==> src/sv/szmt_pkg.sv <==
`timescale 1ns / 1ps
`default_nettype none

package szmt_pkg;

	localparam int LOG_MAX = 10;
	localparam int WIDTH = 32;
	localparam int DEPTH = 1 << LOG_MAX;
	localparam int KW = $clog2(LOG_MAX + 1);
	localparam int BW = (LOG_MAX > 1) ? $clog2(LOG_MAX) : 1;

	localparam int CMD_W = 2;
	localparam int IDX_W = 10;
	localparam int VAL_W = 32;
	localparam int SIZE_W = 4;
	localparam int CFG_IDX_W = 2;
	localparam int CFG_DATA_W = 4;

	localparam logic [CMD_W-1:0] CMD_WRITE = 2'd0;
	localparam logic [CMD_W-1:0] CMD_RUN = 2'd1;
	localparam logic [CMD_W-1:0] CMD_READ = 2'd2;

	localparam logic KIND_READ = 1'b0;
	localparam logic KIND_DONE = 1'b1;

	localparam logic [CFG_IDX_W-1:0] REG_DIRECTION_DOWN = 2'd0;
	localparam logic [CFG_IDX_W-1:0] REG_USE_MOBIUS = 2'd1;
	localparam logic [CFG_IDX_W-1:0] REG_SIZE_LOG = 2'd2;

	typedef struct packed {
		logic start;
		logic step;
		logic dir_down;
		logic [KW-1:0] k;
	} agen_ctl_t;

	typedef struct packed {
		logic [LOG_MAX-1:0] tgt;
		logic [LOG_MAX-1:0] src;
		logic last;
	} pair_addr_t;

endpackage

`default_nettype wire

==> src/sv/szmt_addr_gen.sv <==
`timescale 1ns / 1ps
`default_nettype none

module szmt_addr_gen (
	input wire logic clk,
	input wire logic arst_n,
	input wire szmt_pkg::agen_ctl_t ctl,
	output szmt_pkg::pair_addr_t pa
);
	import szmt_pkg::*;

	logic [BW-1:0] bit_q;
	logic [LOG_MAX-1:0] pair_q;
	logic [LOG_MAX-1:0] bit_mask;
	logic [LOG_MAX-1:0] low_mask;
	logic [LOG_MAX-1:0] half_m1;
	logic [KW-1:0] k_m1;
	logic [LOG_MAX-1:0] tgt;
	logic pair_last;
	logic bit_last;

	// The pair index gets a zero or one inserted at the current bit position.
	assign k_m1 = ctl.k - KW'(1);
	assign bit_mask = LOG_MAX'(1) << bit_q;
	assign low_mask = bit_mask - LOG_MAX'(1);
	assign half_m1 = ~({LOG_MAX{1'b1}} << k_m1);
	assign tgt = ((pair_q & ~low_mask) << 1) | (pair_q & low_mask)
		| (ctl.dir_down ? bit_mask : '0);
	assign pair_last = (pair_q == half_m1);
	assign bit_last = (KW'(bit_q) == k_m1);

	assign pa.tgt = tgt;
	assign pa.src = tgt ^ bit_mask;
	assign pa.last = pair_last && bit_last;

	always_ff @(posedge clk or negedge arst_n) begin
		if (!arst_n) begin
			bit_q <= '0;
			pair_q <= '0;
		end else if (ctl.start) begin
			bit_q <= '0;
			pair_q <= '0;
		end else if (ctl.step) begin
			if (pair_last) begin
				pair_q <= '0;
				bit_q <= bit_q + BW'(1);
			end else begin
				pair_q <= pair_q + LOG_MAX'(1);
			end
		end
	end

endmodule

`default_nettype wire

==> config.mk <==
export PLATFORM = sky130hd
export DESIGN_NAME = szmt_addr_gen
export DESIGN_NICKNAME = d
export VERILOG_FILES = /design/src/sv/szmt_pkg.sv /design/src/sv/szmt_addr_gen.sv
export SDC_FILE = /design/constraint.sdc
export NUM_CORES = 1
export LEC_CHECK = 0
export BUFFER_PORTS_ARGS = -buffer_cell sky130_fd_sc_hd__buf_2
export CORE_MARGIN = 8
export CORE_UTILIZATION = 35
export CTS_CLUSTER_SIZE = 40
export DETAILED_ROUTE_END_ITERATION = 8
export GPL_ROUTABILITY_DRIVEN = 0
export GPL_TIMING_DRIVEN = 0
export MAX_ROUTING_LAYER = met4
export PLACE_DENSITY = 0.6
export SYNTH_ARGS = -nofsm -noshare
export SYNTH_HDL_FRONTEND = slang
export SYNTH_SLANG_ARGS = --single-unit
==> constraint.sdc <==
create_clock -name clk -period 5.1 [get_ports clk]
set_clock_uncertainty 0.1 [all_clocks]
set_input_delay 0 -clock clk [delete_from_list [all_inputs] [get_ports clk]]
set_output_delay 0 -clock clk [all_outputs]
set_load 0.1 [all_outputs]
==> flow_summary_export.csv, run 1 <==
group,metric,value,unit
run_status,status,"completed",
yosys,synth_top_family_by_area,"simple AND/OR/NAND/NOR gates",
flow_run,drv_cap,0,
yosys,synth_cell_types,56,
sta,rsz0062_at_grt,"no",
yosys,synthAdderAreaFrac,0.0729,
yosys,syn_avg_cell_area,7.52,um^2
placement,dp_hpwl,4360,um
yosys,ys_seq_area_frac,0.186,
clock_network,htreeDepth,1,
placement,io_buffers,26,
yosys,synth_xor_area_frac,0.103,
die,fp.dieH,89.4,um
layout,multiInputGateArea,1420,um^2
sta,slew_headroom,0.638,
die,start_util,0.365,
yosys,synth_top_area_share,0.186,
hold_path,hold_class,"input pin to asynchronous set/reset pin",
yosys,synth_nets,271,
critical_path,reg2reg_from,"pair_q[0]",
sta,max_freq,283,MHz
detailed_routing,viasPerCell,5.60,
power_and_ir_drop,p_clk_frac,0.350,
power_and_ir_drop,comb_power_share,0.287,
critical_path,required,5.00,ns
detailed_routing,post-route-drc-count,0,
power_and_ir_drop,p_seq_frac,0.363,
critical_path,ff2ff_path_depth,7,
clock_network,insertion_delay,0.25,ns
die,num_rows,26,
yosys,synth-warning-count,0,
yosys,async_reset_ff_frac,1.00,
detailed_routing,via_count,1972,
critical_path,reg2reg_slack,2.84,ns
critical_path,path_max_fanout,8,
clock_network,cts_hold_buf,1,
sta,period_minus_slack,3.53,ns
power_and_ir_drop,power.density,145,nW/um^2
detailed_routing,dr.pass1.iters,4,
critical_path,reg2reg_to,"bit_q[2]",
global_routing,grt_max_degree,15,
yosys,ys_top_cells_by_area,"dfrtp_1 (19%), xnor2_1 (7.9%), ha_1 (7.3%), nand2_1 (5.2%), nor2_1 (4.2%)",
clock_network,postCtsSetupBuffers,0,
detailed_routing,routedWlPerCell,15.8,um
clock_network,numCtsBuffers,3,
clock_network,post_cts.resized_instances,0,
die,die-width,89.4,um
die,die_area,8000,um^2
critical_path,worst_setup_path_end_kind,"output pin",
global_routing,grt_pass1_vias,1852,
detailed_routing,routed_wl,5560,um
yosys,ys.flop_type,"dfrtp_1",
yosys,netlist_area,1890,um^2
layout,diodes,0,
yosys,synth_enable_flop_cells,0,
clock_network,clock_sinks,14,
sta,setup_ws,1.57,ns
yosys,yosysMostFrequentCell,"nand2_1",
sta,slew_viol_final,0,
power_and_ir_drop,p_leak,0.885,nW
clock_network,clkTransAtPathRegs,0.06,ns
layout,num-fill-cells,544,
sta,period_share,0.693,
clock_network,clockBufferDepth,2,
placement,post-place-ws,1.86,ns
power_and_ir_drop,switching_share,0.347,
power_and_ir_drop,p_switching,0.109,mW
global_routing,grt_overflow,0,
layout,fin_nets,303,
yosys,yosys-top-cells-count,"nand2_1 (26), nor2_1 (21), xnor2_1 (17)",
power_and_ir_drop,power,0.315,mW
clock_network,cts_tree,"built",
detailed_routing,drt-initial-drc-count,130,
layout,fin_area,2170,um^2
sta,setup_viol,0,
yosys,syn_inst,251,
clock_network,cts-root-buf,"clkbuf_8",
yosys,synth-compound-area-share,0.263,
detailed_routing,ant_nets,0,
placement,place_area,2100,um^2
layout,drive_gt1_frac,0.167,
yosys,synthMuxAreaShare,0.0405,
power_and_ir_drop,vdd_drop_max,0.0000925,V
layout,syn_to_final_growth,15.0,%
sta,fin_tns_setup,0,ns
die,pin_count,30,
global_routing,antenna_found_initial,0,
sta,tightest_slew,0.538,ns
power_and_ir_drop,intPower,0.205,mW
die,coreArea,5170,um^2
critical_path,startpoint_type,"register",
layout,regArea,350,um^2
critical_path,crit_arrival,3.43,ns
sta,hold_viol,0,
yosys,synth_top_cell_by_area,"dfrtp_1",
global_routing,grt_usage,0.151,
yosys,ys_ff_latch,14,
global_routing,grt_pass1_wl,9340,um
critical_path,critPathKind,"register to output pin",
yosys,synth-simple-area-share,0.272,
[kinds of logic (layout without fill, tap and decap cells)]
group	after synthesis	after routing
muxes	7	7
adders and majority gates	11	11
DFF	14	14
and+or+nand+nor	99	99
buffers and inverters	30	61
AOI/OAI and AO/OA	70	70
xor gates and xnor gates	20	20
[worst max-delay path: stages (launching register included)]
cell	delay [ns]
dfrtp_1	0.43
inv_1	0.13
ha_1	0.30
or3b_2	0.46
clkbuf_1	0.17
ha_1	0.29
inv_1	0.14
a221oi_1	0.10
o21ai_0	0.18
a21oi_1	0.11
o21ai_0	0.22
mux2_2	0.35
buf_2	0.29
[worst max path at each step]
| stage | start | endpoint | slack, ns | cells after the start |
|---|---|---|---|---|
| final | bit_q[1] | pa[7] | 1.57 | 12 |
| after global placement | bit_q[1] | pa[7] | 1.86 | 12 |
| after global routing | bit_q[1] | pa[7] | 1.29 | 12 |
| after CTS | bit_q[1] | pa[7] | 1.58 | 12 |
| after floorplan | bit_q[1] | pa[5] | 0.16 | 9 |
| after detailed placement | bit_q[1] | pa[7] | 1.86 | 12 |
[metal layers]
metal	GRT usage	share of wire
met1	0.203	0.47
met2	0.236	0.47
met3	0.0156	0.058
met4	0.0378	0.0083
met5	-	0
[power by group through the flow]
stage	Combinational [mW]	Sequential (mW)	Clock (mW)
after global placement	0.0895	0.116	0
after CTS	0.0905	0.114	0.112
final	0.0904	0.114	0.110
after detailed placement	0.0896	0.116	0
after floorplan	0.0690	0.115	0
after global routing	0.0988	0.114	0.117
[registers in the layout, indices dropped and copies added (netlist names)]
register / flops
pair_q: 10
bit_q: 4
[layout make-up]
cell class / count / share of cell area
plain buffers: 14 / 0.0277
clock buffers: 4 / 0.0254
repair buffers: 27 / 0.0646
flip-flops and latches: 14 / 0.161
inverters: 16 / 0.0277
well taps: 70 / 0.0404
multi-input cells: 207 / 0.653
[per-stage QoR]
stage | utilization | cells | hold slack, ns
floorplan | - | 251 | -0.396
global placement | 0.407 | 347 | -0.188
detailed placement | 0.407 | 347 | -0.183
CTS | 0.419 | 352 | 0.0764
global route | 0.419 | 352 | 0.107
finish | 0.419 | 352 | 0.0654
[placed cells by master, fill, tap and decap left out, drive strengths merged, types with 6 or more instances in the layout]
master,count
nor3,13
buf,27
nand2,27
nor2,21
dfrtp,14
ha,11
a21oi,13
o21ai,15
nand3,6
xnor2,17
clkbuf,17
inv,15
Note: power is estimated with default switching activity, not from simulation.
==> inputs of run 2 (changes only) <==
==> constraint.sdc (replaced) <==
create_clock -name clk -period 3.5 [get_ports clk]
set_clock_uncertainty 0.1 [all_clocks]
set_input_delay 0 -clock clk [delete_from_list [all_inputs] [get_ports clk]]
set_output_delay 0 -clock clk [all_outputs]
set_load 0.1 [all_outputs]
==> flow_summary_export.csv, run 2 (synthesis gave the netlist of run 1 again) <==
group,metric,value,unit
detailed_routing,drt-initial-drc-count,79,
layout,syn_to_final_growth,20.3,%
detailed_routing,post-route-drc-count,0,
placement,dp_hpwl,4430,um
sta,slew_headroom,0.578,
clock_network,insertion_delay,0.24,ns
layout,fin_nets,303,
layout,diodes,0,
hold_path,hold_class,"input pin to asynchronous set/reset pin",
layout,reg_top3,"pair_q (10), bit_q (4)",
detailed_routing,via_count,1959,
power_and_ir_drop,vdd_drop_max,0.000288,V
clock_network,htreeDepth,1,
global_routing,grt_pass1_wl,9270,um
critical_path,critPathKind,"register to output pin",
sta,period_share,0.941,
die,pin_count,30,
detailed_routing,viasPerCell,5.57,
detailed_routing,routedWlPerCell,15.7,um
power_and_ir_drop,p_leak,0.910,nW
layout,final_common_cell,"nand2_1",
die,fp.dieH,89.4,um
detailed_routing,routed-wl-met2,2520,um
detailed_routing,routed_wl,5540,um
critical_path,crit_arrival,3.19,ns
global_routing,antenna_found_initial,0,
critical_path,required,3.40,ns
critical_path,path_max_fanout,10,
clock_network,cts_tree,"built",
sta,hold_viol,0,
clock_network,cts-root-buf,"clkbuf_8",
power_and_ir_drop,power,0.456,mW
detailed_routing,wl_met3,464,um
detailed_routing,ant_nets,0,
die,die_area,8000,um^2
die,coreArea,5170,um^2
sta,tightest_slew,0.627,ns
run_status,status,"completed",
global_routing,grt_pass1_vias,1910,
placement,io_buffers,26,
die,die-width,89.4,um
die,start_util,0.365,
sta,setup_viol,0,
sta,rsz0062_at_grt,"no",
sta,period_minus_slack,3.29,ns
power_and_ir_drop,power.density,201,nW/um^2
layout,largest_reg_flops,10,
clock_network,clkTransAtPathRegs,0.06,ns
global_routing,grt_max_degree,15,
sta,max_freq,304,MHz
sta,whs,0.0718,ns
critical_path,startpoint_type,"register",
layout,layout_common_cells,"nand2_1 (25), nor2_1 (21), buf_2 (20), inv_1 (14), xnor2_1 (14)",
global_routing,grt_usage,0.150,
layout,regMostFlops,"pair_q",
detailed_routing,met1_length,2520,um
global_routing,grt_overflow,0,
clock_network,numCtsBuffers,3,
clock_network,clock_sinks,14,
detailed_routing,dr.pass1.iters,4,
layout,drive_gt1_frac,0.209,
detailed_routing,topRoutingLayerUsed,"met4",
clock_network,clockBufferDepth,2,
critical_path,worst_setup_path_end_kind,"output pin",
sta,slew_viol_final,0,
die,num_rows,26,
flow_run,drv_cap,0,
==> run 2: changes by cell type in the layout (fill, tap and decap cells not counted), sizes merged <==
cell / previous run / this run
clkbuf: 17 / 20
buf: 27 / 24
==> run 2: metal layers <==
metal / up-vias / GRT usage
met5: - / -
met4: 0 / 0.0242
met3: 4 / 0.0175
met2: 56 / 0.244
met1: 912 / 0.196
li1: 987 / -
==> run 2: power breakdown <==
group          switching [mW]  leakage, nW  internal (mW)
combinational          0.0978        0.688         0.0372
clock                  0.0549       0.0288         0.0995
sequential            0.00274        0.193          0.164
total                   0.156        0.910          0.300
==> run 2: through the flow <==
stage / util / setup TNS, ns / setup slack, ns / instance area, um^2 / std cells
after floorplan: - / -0.242 / -0.170 / 1950 / 251
after global placement: 0.418 / 0 / 0.141 / 2160 / 347
after detailed placement: 0.418 / 0 / 0.139 / 2160 / 347
after CTS: 0.433 / 0 / 0.0392 / 2240 / 352
after global routing: 0.439 / 0 / 0.0176 / 2270 / 352
final: 0.439 / 0 / 0.207 / 2270 / 352
==> run 2: final cells by class <==
type / instances / area (um^2)
well taps: 70 / 87.6
flip-flops and latches: 14 / 352
plain buffers: 14 / 60.1
inverters: 16 / 60.1
clock buffers: 4 / 55.1
multi-input cells: 207 / 1490
fillers: 533 / 2900
repair buffers: 27 / 163
==> run 2: final timing paths <==
| path | from | end | slack (ns) | cells past startpoint |
|---|---|---|---|---|
| max | bit_q[2] | pa[8] | 0.21 | 10 |
| min | arst_n | pair_q[7] | 0.07 | 2 |
| max reg2reg | pair_q[9] | bit_q[3] | 1.19 | 7 |
| min reg2reg | pair_q[6] | pair_q[6] | 0.55 | 2 |
| max in group asynchronous | arst_n | bit_q[0] | 2.97 | 2 |
| min in group clk | ctl[6] | pair_q[2] | 0.12 | 2 |
==> run 2: what timing repair did <==
action,in CTS,in global routing
pin swaps,0,1
hold buffers,1,0
resized for setup,5,11
setup endpoints to repair,3,7
setup buffers,0,0
hold endpoints to repair,14,0
==> run 2: critical path: stages (launching register included) <==
cell	delay [ns]
dfrtp_1	0.40
clkbuf_1	0.38
inv_1	0.19
ha_1	0.33
or4_1	0.58
nand2_1	0.10
o21ai_0	0.09
a22o_1	0.25
a21o_1	0.22
xnor2_4	0.17
buf_6	0.24
==> inputs of run 3 (changes only) <==
--- a/config.mk
+++ b/config.mk
@@ -13,7 +13,7 @@
 export GPL_ROUTABILITY_DRIVEN = 0
 export GPL_TIMING_DRIVEN = 0
 export MAX_ROUTING_LAYER = met4
-export PLACE_DENSITY = 0.6
+export PLACE_DENSITY = 0.62
 export SYNTH_ARGS = -nofsm -noshare
 export SYNTH_HDL_FRONTEND = slang
 export SYNTH_SLANG_ARGS = --single-unit
==> constraint.sdc (replaced) <==
create_clock -name clk -period 2.7 [get_ports clk]
set_clock_uncertainty 0.1 [all_clocks]
set_input_delay 0 -clock clk [delete_from_list [all_inputs] [get_ports clk]]
set_output_delay 0 -clock clk [all_outputs]
set_load 0.1 [all_outputs]
==> flow_summary_export.csv, run 3 (synthesis gave the netlist of run 1 again) <==
group,metric,value,unit
clock_network,cts-root-buf,"clkbuf_8",
placement,dp_hpwl,4520,um
power_and_ir_drop,p_leak,1.09,nW
global_routing,grt_max_degree,15,
power_and_ir_drop,p_seq_frac,0.353,
die,fp.dieH,89.4,um
detailed_routing,via_count,2106,
global_routing,grt_overflow,0,
die,num_rows,26,
detailed_routing,routedWlPerCell,16.3,um
sta,slew_viol_final,0,
critical_path,required,2.60,ns
power_and_ir_drop,vdd_drop_max,0.000200,V
detailed_routing,routed_wl,6030,um
critical_path,startpoint_type,"register",
layout,num-fill-cells,497,
clock_network,clock_sinks,14,
power_and_ir_drop,p_switching,0.217,mW
run_status,status,"finished with violations",
detailed_routing,ant_nets,0,
sta,max_freq,368,MHz
detailed_routing,post-route-drc-count,0,
power_and_ir_drop,power.density,222,nW/um^2
global_routing,grt_pass1_wl,9800,um
layout,fin_area,2760,um^2
sta,slew_headroom,0.494,
sta,hold_viol,0,
sta,setup_ws,-0.0172,ns
critical_path,worst_setup_path_end_kind,"output pin",
placement,place_area,2350,um^2
critical_path,ff2ff_path_depth,7,
sta,period_minus_slack,2.72,ns
detailed_routing,viasPerCell,5.71,
clock_network,clkTransAtPathRegs,0.06,ns
layout,diodes,0,
die,pin_count,30,
layout,largest_reg_flops,10,
power_and_ir_drop,power,0.612,mW
critical_path,path_max_fanout,5,
layout,regMostFlops,"pair_q",
flow_run,drv_cap,0,
run_status,violations,"negative setup slack",
layout,reg_top3,"pair_q (10), bit_q (4)",
layout,drive_gt1_frac,0.361,
sta,rsz0062_at_grt,"yes",
sta,setup_viol,1,
clock_network,htreeDepth,1,
layout,syn_to_final_growth,46.4,%
critical_path,crit_arrival,2.62,ns
power_and_ir_drop,comb_power_share,0.307,
clock_network,insertion_delay,0.25,ns
clock_network,numCtsBuffers,3,
global_routing,grt_usage,0.160,
detailed_routing,drt-initial-drc-count,113,
global_routing,antenna_found_initial,0,
layout,final_common_cell,"nand2_1",
power_and_ir_drop,switching_share,0.354,
die,start_util,0.365,
die,die_area,8000,um^2
detailed_routing,dr.pass1.iters,4,
sta,tightest_slew,0.752,ns
hold_path,hold_class,"input pin to asynchronous set/reset pin",
power_and_ir_drop,p_clk_frac,0.341,
die,die-width,89.4,um
clock_network,clockBufferDepth,2,
global_routing,grt_pass1_vias,2041,
layout,fin_nets,320,
sta,period_share,1.01,
placement,io_buffers,26,
critical_path,critPathKind,"register to output pin",
layout,layout_common_cells,"nand2_1 (24), buf_4 (22), nor2_1 (20), buf_2 (14)",
layout,finish.utilization,0.534,
clock_network,cts_tree,"built",
die,coreArea,5170,um^2
power_and_ir_drop,intPower,0.395,mW
==> run 3: path summary, 6_finish.rpt <==
path                              to  slack (ns)       from
max                            pa[8]       -0.02   bit_q[1]
max reg2reg                 bit_q[3]        0.29  pair_q[9]
min                        pair_q[7]        0.08     arst_n
max in group asynchronous   bit_q[0]        2.16     arst_n
min in group clk           pair_q[2]        0.08     ctl[6]
min reg2reg                pair_q[6]        0.60  pair_q[6]
==> run 3: power by group through the flow <==
stage	clock (mW)	sequential [mW]	combinational (mW)
6_report	0.209	0.216	0.188
5_1_grt	0.223	0.216	0.202
4_1_cts	0.213	0.216	0.186
3_5_place_dp	0	0.220	0.183
3_3_place_gp	0	0.220	0.183
2_1_floorplan	0	0.218	0.143
==> run 3: layout make-up <==
cell class              count  area [um^2]  share of cell area
flip-flops and latches     14          353               0.128
multi-input cells         207         1750               0.633
plain buffers              12         62.6              0.0227
repair buffers             46          382               0.138
well taps                  70         87.6              0.0317
inverters                  16         72.6              0.0263
clock buffers               4         55.1              0.0199
==> run 3: repair_timing <==
action | in CTS | in global routing
hold buffers | 1 | 0
setup buffers | 11 | 8
gates resized for setup | 45 | 15
pin swaps | 9 | 8
endpoints found under the hold margin | 14 | 0
setup endpoints to repair | 18 | 15
==> run 3: through the flow <==
| stage | cells | setup slack [ns] | hold WS, ns | setup TNS [ns] |
|---|---|---|---|---|
| floorplan | 251 | -0.343 | -0.396 | -0.671 |
| global placement | 347 | -0.386 | -0.183 | -2.22 |
| detailed placement | 347 | -0.408 | -0.184 | -2.56 |
| CTS | 361 | -0.00956 | 0.0803 | -0.00956 |
| global route | 369 | -0.104 | 0.111 | -0.259 |
| finish | 369 | -0.0172 | 0.0776 | -0.0172 |
==> run 3: worst max-delay path, stage by stage (launching register included) <==
cell and delay, ns:
dfrtp_2 0.43, inv_4 0.09, ha_4 0.14, or3b_4 0.41
ha_4 0.20, inv_4 0.06, a221oi_2 0.05, o21ai_1 0.16
a21oi_2 0.09, buf_4 0.14, a21o_4 0.21, xnor2_4 0.17
buf_12 0.19
==> run 3: layer usage <==
metal	wire, um	track usage	vias to the layer above
li1	-	-	1017
met1	2570	0.197	995
met2	2880	0.256	78
met3	421	0.0211	16
met5	0	-	-
met4	160	0.0650	0
